===== src/rtl/nnis_div.sv =====
// ----------------------------------------------------------------------------
// nnis_div
// Restoring divider, one quotient bit per cycle.
// ----------------------------------------------------------------------------
`default_nettype none

module nnis_div #(
    parameter int DVD_W = 22,
    parameter int DSR_W = 11
) (
    input  wire logic             clk,
    input  wire logic             rst_n,
    input  wire logic             start,
    input  wire logic [DVD_W-1:0] dividend,
    input  wire logic [DSR_W-1:0] divisor,
    output logic                  done,
    output logic      [DVD_W-1:0] quotient,
    output logic      [DSR_W-1:0] remainder
);
    localparam int CNT_W = $clog2(DVD_W + 1);

    logic             busy_reg, busy_next;
    logic             done_reg, done_next;
    logic [CNT_W-1:0] cnt_reg, cnt_next;
    logic [DVD_W-1:0] quot_reg, quot_next;
    logic [DSR_W-1:0] rem_reg, rem_next;
    logic [DSR_W-1:0] dsr_reg, dsr_next;
    logic [DSR_W:0]   trial;
    logic [DSR_W:0]   diff;
    logic             ge;

    always_comb
    begin
        trial = {rem_reg, quot_reg[DVD_W-1]};
        diff  = trial - {1'b0, dsr_reg};
        ge    = trial >= {1'b0, dsr_reg};

        busy_next = busy_reg;
        done_next = 1'b0;
        cnt_next  = cnt_reg;
        quot_next = quot_reg;
        rem_next  = rem_reg;
        dsr_next  = dsr_reg;

        if (start)
        begin
            busy_next = 1'b1;
            cnt_next  = CNT_W'(DVD_W);
            quot_next = dividend;
            rem_next  = '0;
            dsr_next  = divisor;
        end
        else if (busy_reg)
        begin
            // dividend bits shift out at the top, quotient bits shift in below
            quot_next = {quot_reg[DVD_W-2:0], ge};
            rem_next  = ge ? diff[DSR_W-1:0] : trial[DSR_W-1:0];
            cnt_next  = cnt_reg - CNT_W'(1);
            if (cnt_reg == CNT_W'(1))
            begin
                busy_next = 1'b0;
                done_next = 1'b1;
            end
        end
    end

    always_ff @(posedge clk or negedge rst_n)
    begin
        if (!rst_n)
        begin
            busy_reg <= 1'b0;
            done_reg <= 1'b0;
            cnt_reg  <= '0;
            quot_reg <= '0;
            rem_reg  <= '0;
            dsr_reg  <= '0;
        end
        else
        begin
            busy_reg <= busy_next;
            done_reg <= done_next;
            cnt_reg  <= cnt_next;
            quot_reg <= quot_next;
            rem_reg  <= rem_next;
            dsr_reg  <= dsr_next;
        end
    end

    assign done      = done_reg;
    assign quotient  = quot_reg;
    assign remainder = rem_reg;

endmodule

`default_nettype wire


===== config.mk =====
export PLATFORM = sky130hd
export DESIGN_NAME = nnis_div
export DESIGN_NICKNAME = d
export VERILOG_FILES = /design/src/rtl/nnis_div.sv
export SDC_FILE = /design/constraint.sdc
export NUM_CORES = 1
export LEC_CHECK = 0
export BUFFER_PORTS_ARGS = -buffer_cell sky130_fd_sc_hd__buf_2
export CORE_MARGIN = 2
export CORE_UTILIZATION = 30
export DETAILED_ROUTE_END_ITERATION = 7
export GPL_TIMING_DRIVEN = 1
export HOLD_SLACK_MARGIN = 0.15
export PLACE_DENSITY_LB_ADDON = 0.1
export SYNTH_ARGS = -nofsm -noshare
export SYNTH_HDL_FRONTEND = slang
export SYNTH_SLANG_ARGS = --single-unit

===== constraint.sdc =====
create_clock -name clk -period 5.8 [get_ports clk]
set_input_delay 0.58 -clock clk [delete_from_list [all_inputs] [get_ports clk]]
set_output_delay 0.58 -clock clk [all_outputs]
set_load 0.05 [all_outputs]

======== Word-level counts from Yosys, hierarchy flattened ========
Index checks and enable logic that the tools add are counted.
storage, ports and cells
  output and inout bits ................... 34
  input bits .............................. 36
  register bits after elaboration ......... 51
operators by class
  equality and inequality tests ........... 1
  reductions and logical operators ........ 1
  add/subtract/negate cells ............... 2
  order comparisons ....................... 1
  muxes and demuxes ....................... 13
operators with widths
  operator                                              count
  2-to-1 mux 22 bit                                     2
  2-to-1 mux 11 bit                                     3
  >= comparator 12 x 11 -> 1 bit                        1
  subtractor 11 bit                                     1
  2-to-1 mux 5 bit                                      2
  2-to-1 mux 1 bit                                      6
  equality test 5 x 1 -> 1 bit (second input constant)  1
  subtractor 5 x 1 -> 5 bit (second input constant)     1
  nonzero test 2 bit                                    1

======== Depth between registers and ports, before layout ========
  depth in word-level cells ............... 4
  gate-level depth with buffers ........... 11
  gate-level depth less buffers ........... 10

======== Worst setup path after synthesis ========
No wires, ideal clock.
  path type ............................... register to register
  from .................................... register quot_reg[21] (netlist: quotient[21])
  to ...................................... register rem_reg[9] (netlist: remainder[9])
  clock period less this slack ............ 2.586 ns
  setup time .............................. 0.096 ns
  stages on the path, launching flop included .. 12
  data arrival time ....................... 2.490 ns
  path slack .............................. 3.214 ns
  required time ........................... 5.704 ns
  cell sequence ........................... dfrtp_1 > inv_1 > ha_1 > inv_1 > fa_1 > a211oi_2 > o21ai_2 > a31oi_4 > o21a_2 > buf_6 > nand2_2 > a311oi_2
between the ends
  longest elaborated chain between the ends .. 4
  elaborated cells between the ends (all ways) .. 5
ends and longest elaborated chain
  element                                                              line    RTL
  start, declared                                                      25      logic [DVD_W-1:0] quot_reg, quot_next;
  start signal, assigned                                               83      quot_reg <= quot_next;
  subtractor 11 bit or >= comparator 12 x 11 -> 1 bit (tied branches)  35, 36
  2-to-1 mux 11 bit (*)                                                57      rem_next = ge ? diff[DSR_W-1:0] : trial[DSR_W-1:0];
  2-to-1 mux 11 bit (*)                                                53      else if (busy_reg)
  2-to-1 mux 11 bit (*)                                                45      if (start)
  end signal, assigned                                                 84      rem_reg <= rem_next;
  end, declared                                                        26      logic [DSR_W-1:0] rem_reg, rem_next;
Mark *: on every way between the ends. The rest lies on a longest branch, timed or not. The select of a mux whose other input is x is not followed.
A chain may end at the register's enable or synchronous reset.

======== Final worst setup path ========
  from .................................... register quot_reg[21] (netlist: quotient[21])
  to ...................................... register rem_reg[0] (netlist: remainder[0])
Same word-level chain as after synthesis.

==> out/qor.yml <==
clkTransAtPathRegs_ns: 0.10
viasPerCell: 4.62
vias: 2280
hold_violations: 0
p_leak_nw: 1.77
startpoint: "quotient[21]"
wl_met3_um: 220
wl_per_cell_um: 13.6
synthAdderAreaFrac_pct: 6.33
worst_slew_pin_slew_ns: 0.731
wl_met1_um: 3260
maxCapViolations: 0
async_reset_ff_share_pct: 100
hold_path_class: "input port to asynchronous set/reset pin"
min_period_over_period_pct: 44.7
antenna_cells: 0
cts_root_buffer: "clkbuf_8"
drt_wl_total_um: 6730
min_period_ns: 2.59
area_delta_synth_final_pct: 19.4
core_mm2: 0.00928
finalClockSkew_ns: 0.00431
rows: 35
synth_compound_area_share_pct: 19.8
final-setup-viol-count: 0
final_max_slew_viol_count: 0
syn_area_per_cell_um2: 9.63
ios: 70
crit_fanout: 11
antenna_found_initial: 0
port_buffers: 69
setup_tns_ns: 0
synthXorXnorAreaFrac_pct: 3.34
grt_usage_pct: 13.4
muxShareOfSynthArea_pct: 8.36
yosys_warnings: 0
top_layer_used: "met4"
drt-pass1-iter-count: 4
grt_pass1_vias: 2185
synth_ff_type: "dfrtp_1"
endpoint_kind: "flip-flop"
p_per_area_mw_per_mm2: 426
cts_resized: 0
final_common_cell: "buf_2"
dr_wl_met2_um: 3180
synth_nets: 350
dpl.hpwl_um: 4640
start_util_pct: 31.1
syn_area_mm2: 0.00289
drive_above_1_share_pct: 27.2
ant_nets: 0
htreeDepth: 2
fp.dieW_um: 102
clockBufferDepth: 2
cts_tree: "yes"
ys_types: 44
r2r-start: "quotient[21]"
post-cts-setup-buffers: 0
cts.sinks: 51
num-nets-final: 413
fill_cells: 1026
drc: 0
start_kind: "flip-flop"
grt_setup_unrepaired: "no"
relSlewSlack_pct: 51.3
dp_cells: 485
grt_pass1_wl_um: 10900
largest_register_ffs: 22
synthSimpleGateAreaFrac_pct: 13.2
synthCells: 300
numCtsBuffers: 5
dieHeight_um: 102
critPathKind: "flip-flop to flip-flop"
drt_iter0_drc: 101
max_clock_freq_mhz: 386
dpl_cell_area_mm2: 0.00335
post-route-util_pct: 37.1
cts_hold_repair.buffers: 0
synth.yosys.seq_area_share_pct: 44.2
routabilityCongestion: 0.773
layout.cells.non_filler: 493
dieArea_mm2: 0.0104
grt_start_max_net_pins: 54
grt_overflow_total: 0
synth_top_family_by_area: "compound AO/OA/AOI/OAI gates"
final_cell_mix: "buf_2, nand2_1, dfrtp_1"
synth_edf_count: 0
ir_drop_uv: 145
cp.arrival_ns: 2.81
status: "finished, final reports clean"
design_area_mm2: 0.00345
ys_ff_latch: 51
required_ns: 6.02
clk-insertion-delay-late_ns: 0.31
[cell type report]
cell class / instances / area [um2] / area share, %
Clock inverter: 2 / 16.3 / 0.472
Inverter: 18 / 67.6 / 1.96
Tap cell: 129 / 161 / 4.68
Timing Repair Buffer: 72 / 368 / 10.7
Multi-Input combinational cell: 215 / 1470 / 42.8
Sequential cell: 51 / 1280 / 37.1
Clock buffer: 6 / 82.6 / 2.40
[metal layers]
layer / track usage [%] / vias to the layer above
li1: - / 1164
met2: 21.0 / 37
met3: 2.33 / 5
met4: 4.00 / 0
met5: 0 / -
met1: 18.9 / 1074
[logic make-up (layout without fill, tap and decap cells)]
family                     Yosys count  in the layout
AOI/OAI and AO/OA                   79             79
xor gates and xnor gates            11             11
adders and majority gates           14             14
buffers and inverters               34             98
DFF                                 51             51
muxes                               24             24
and+or+nand+nor                     87             87
[Yosys cell counts (all sizes together) (2+ instances only)]
cell,count,share of area (%)
inv,18,2.3
dfrtp,51,44
o21a,4,1.1
buf,7,1.3
nand2,51,6.7
o21bai,2,0.65
a31oi,3,1.2
a21o,3,0.78
nand3,3,0.52
a21oi,8,1.4
o211ai,4,1.0
a211oi,2,0.87
ha,13,5.6
xor2,3,0.91
nor2,16,2.1
mux2i,23,8.0
xnor2,8,2.4
o21ai,41,7.4
clkbuf,9,1.2
a311oi,8,4.2
and3,2,0.43
nand2b,7,1.5
[critical path: stages (launching register included)]
cell      delay, ns
dfrtp_1        0.42
inv_1          0.07
ha_1           0.16
inv_1          0.06
fa_1           0.41
a211oi_2       0.35
o21ai_2        0.12
a31oi_4        0.21
o21a_2         0.36
nand2_1        0.11
a311oi_2       0.23
[path summary, 6_finish.rpt]
check                      depth (start not counted)  slack (ns)           end
max                                               10        3.21  remainder[0]
min                                                2        0.37    dsr_reg[7]
max reg2reg                                       10        3.21  remainder[0]
min reg2reg                                        2        0.53    cnt_reg[4]
max in group asynchronous                          2        4.96      busy_reg
min in group clk                                   3        0.47  quotient[11]
[power breakdown]
| group | switching [mW] | leakage (nW) | internal [mW] | total (mW) |
|---|---|---|---|---|
| clock | 0.128 | 0.0474 | 0.0978 | 0.226 |
| combinational | 0.499 | 1.10 | 0.275 | 0.774 |
| sequential | 0.0566 | 0.625 | 0.413 | 0.470 |
| total | 0.684 | 1.77 | 0.786 | 1.47 |
[per-stage QoR]
step | hold WS [ns] | power [mW] | worst slack, ns
2_1_floorplan | 0.284 | 1.09 | 3.21
3_3_place_gp | 0.509 | 1.26 | 3.31
4_1_cts | 0.419 | 1.50 | 3.20
3_5_place_dp | 0.519 | 1.26 | 3.25
5_1_grt | 0.446 | 1.59 | 2.99
6_report | 0.375 | 1.47 | 3.21
Power figures use the tool's default switching activity.
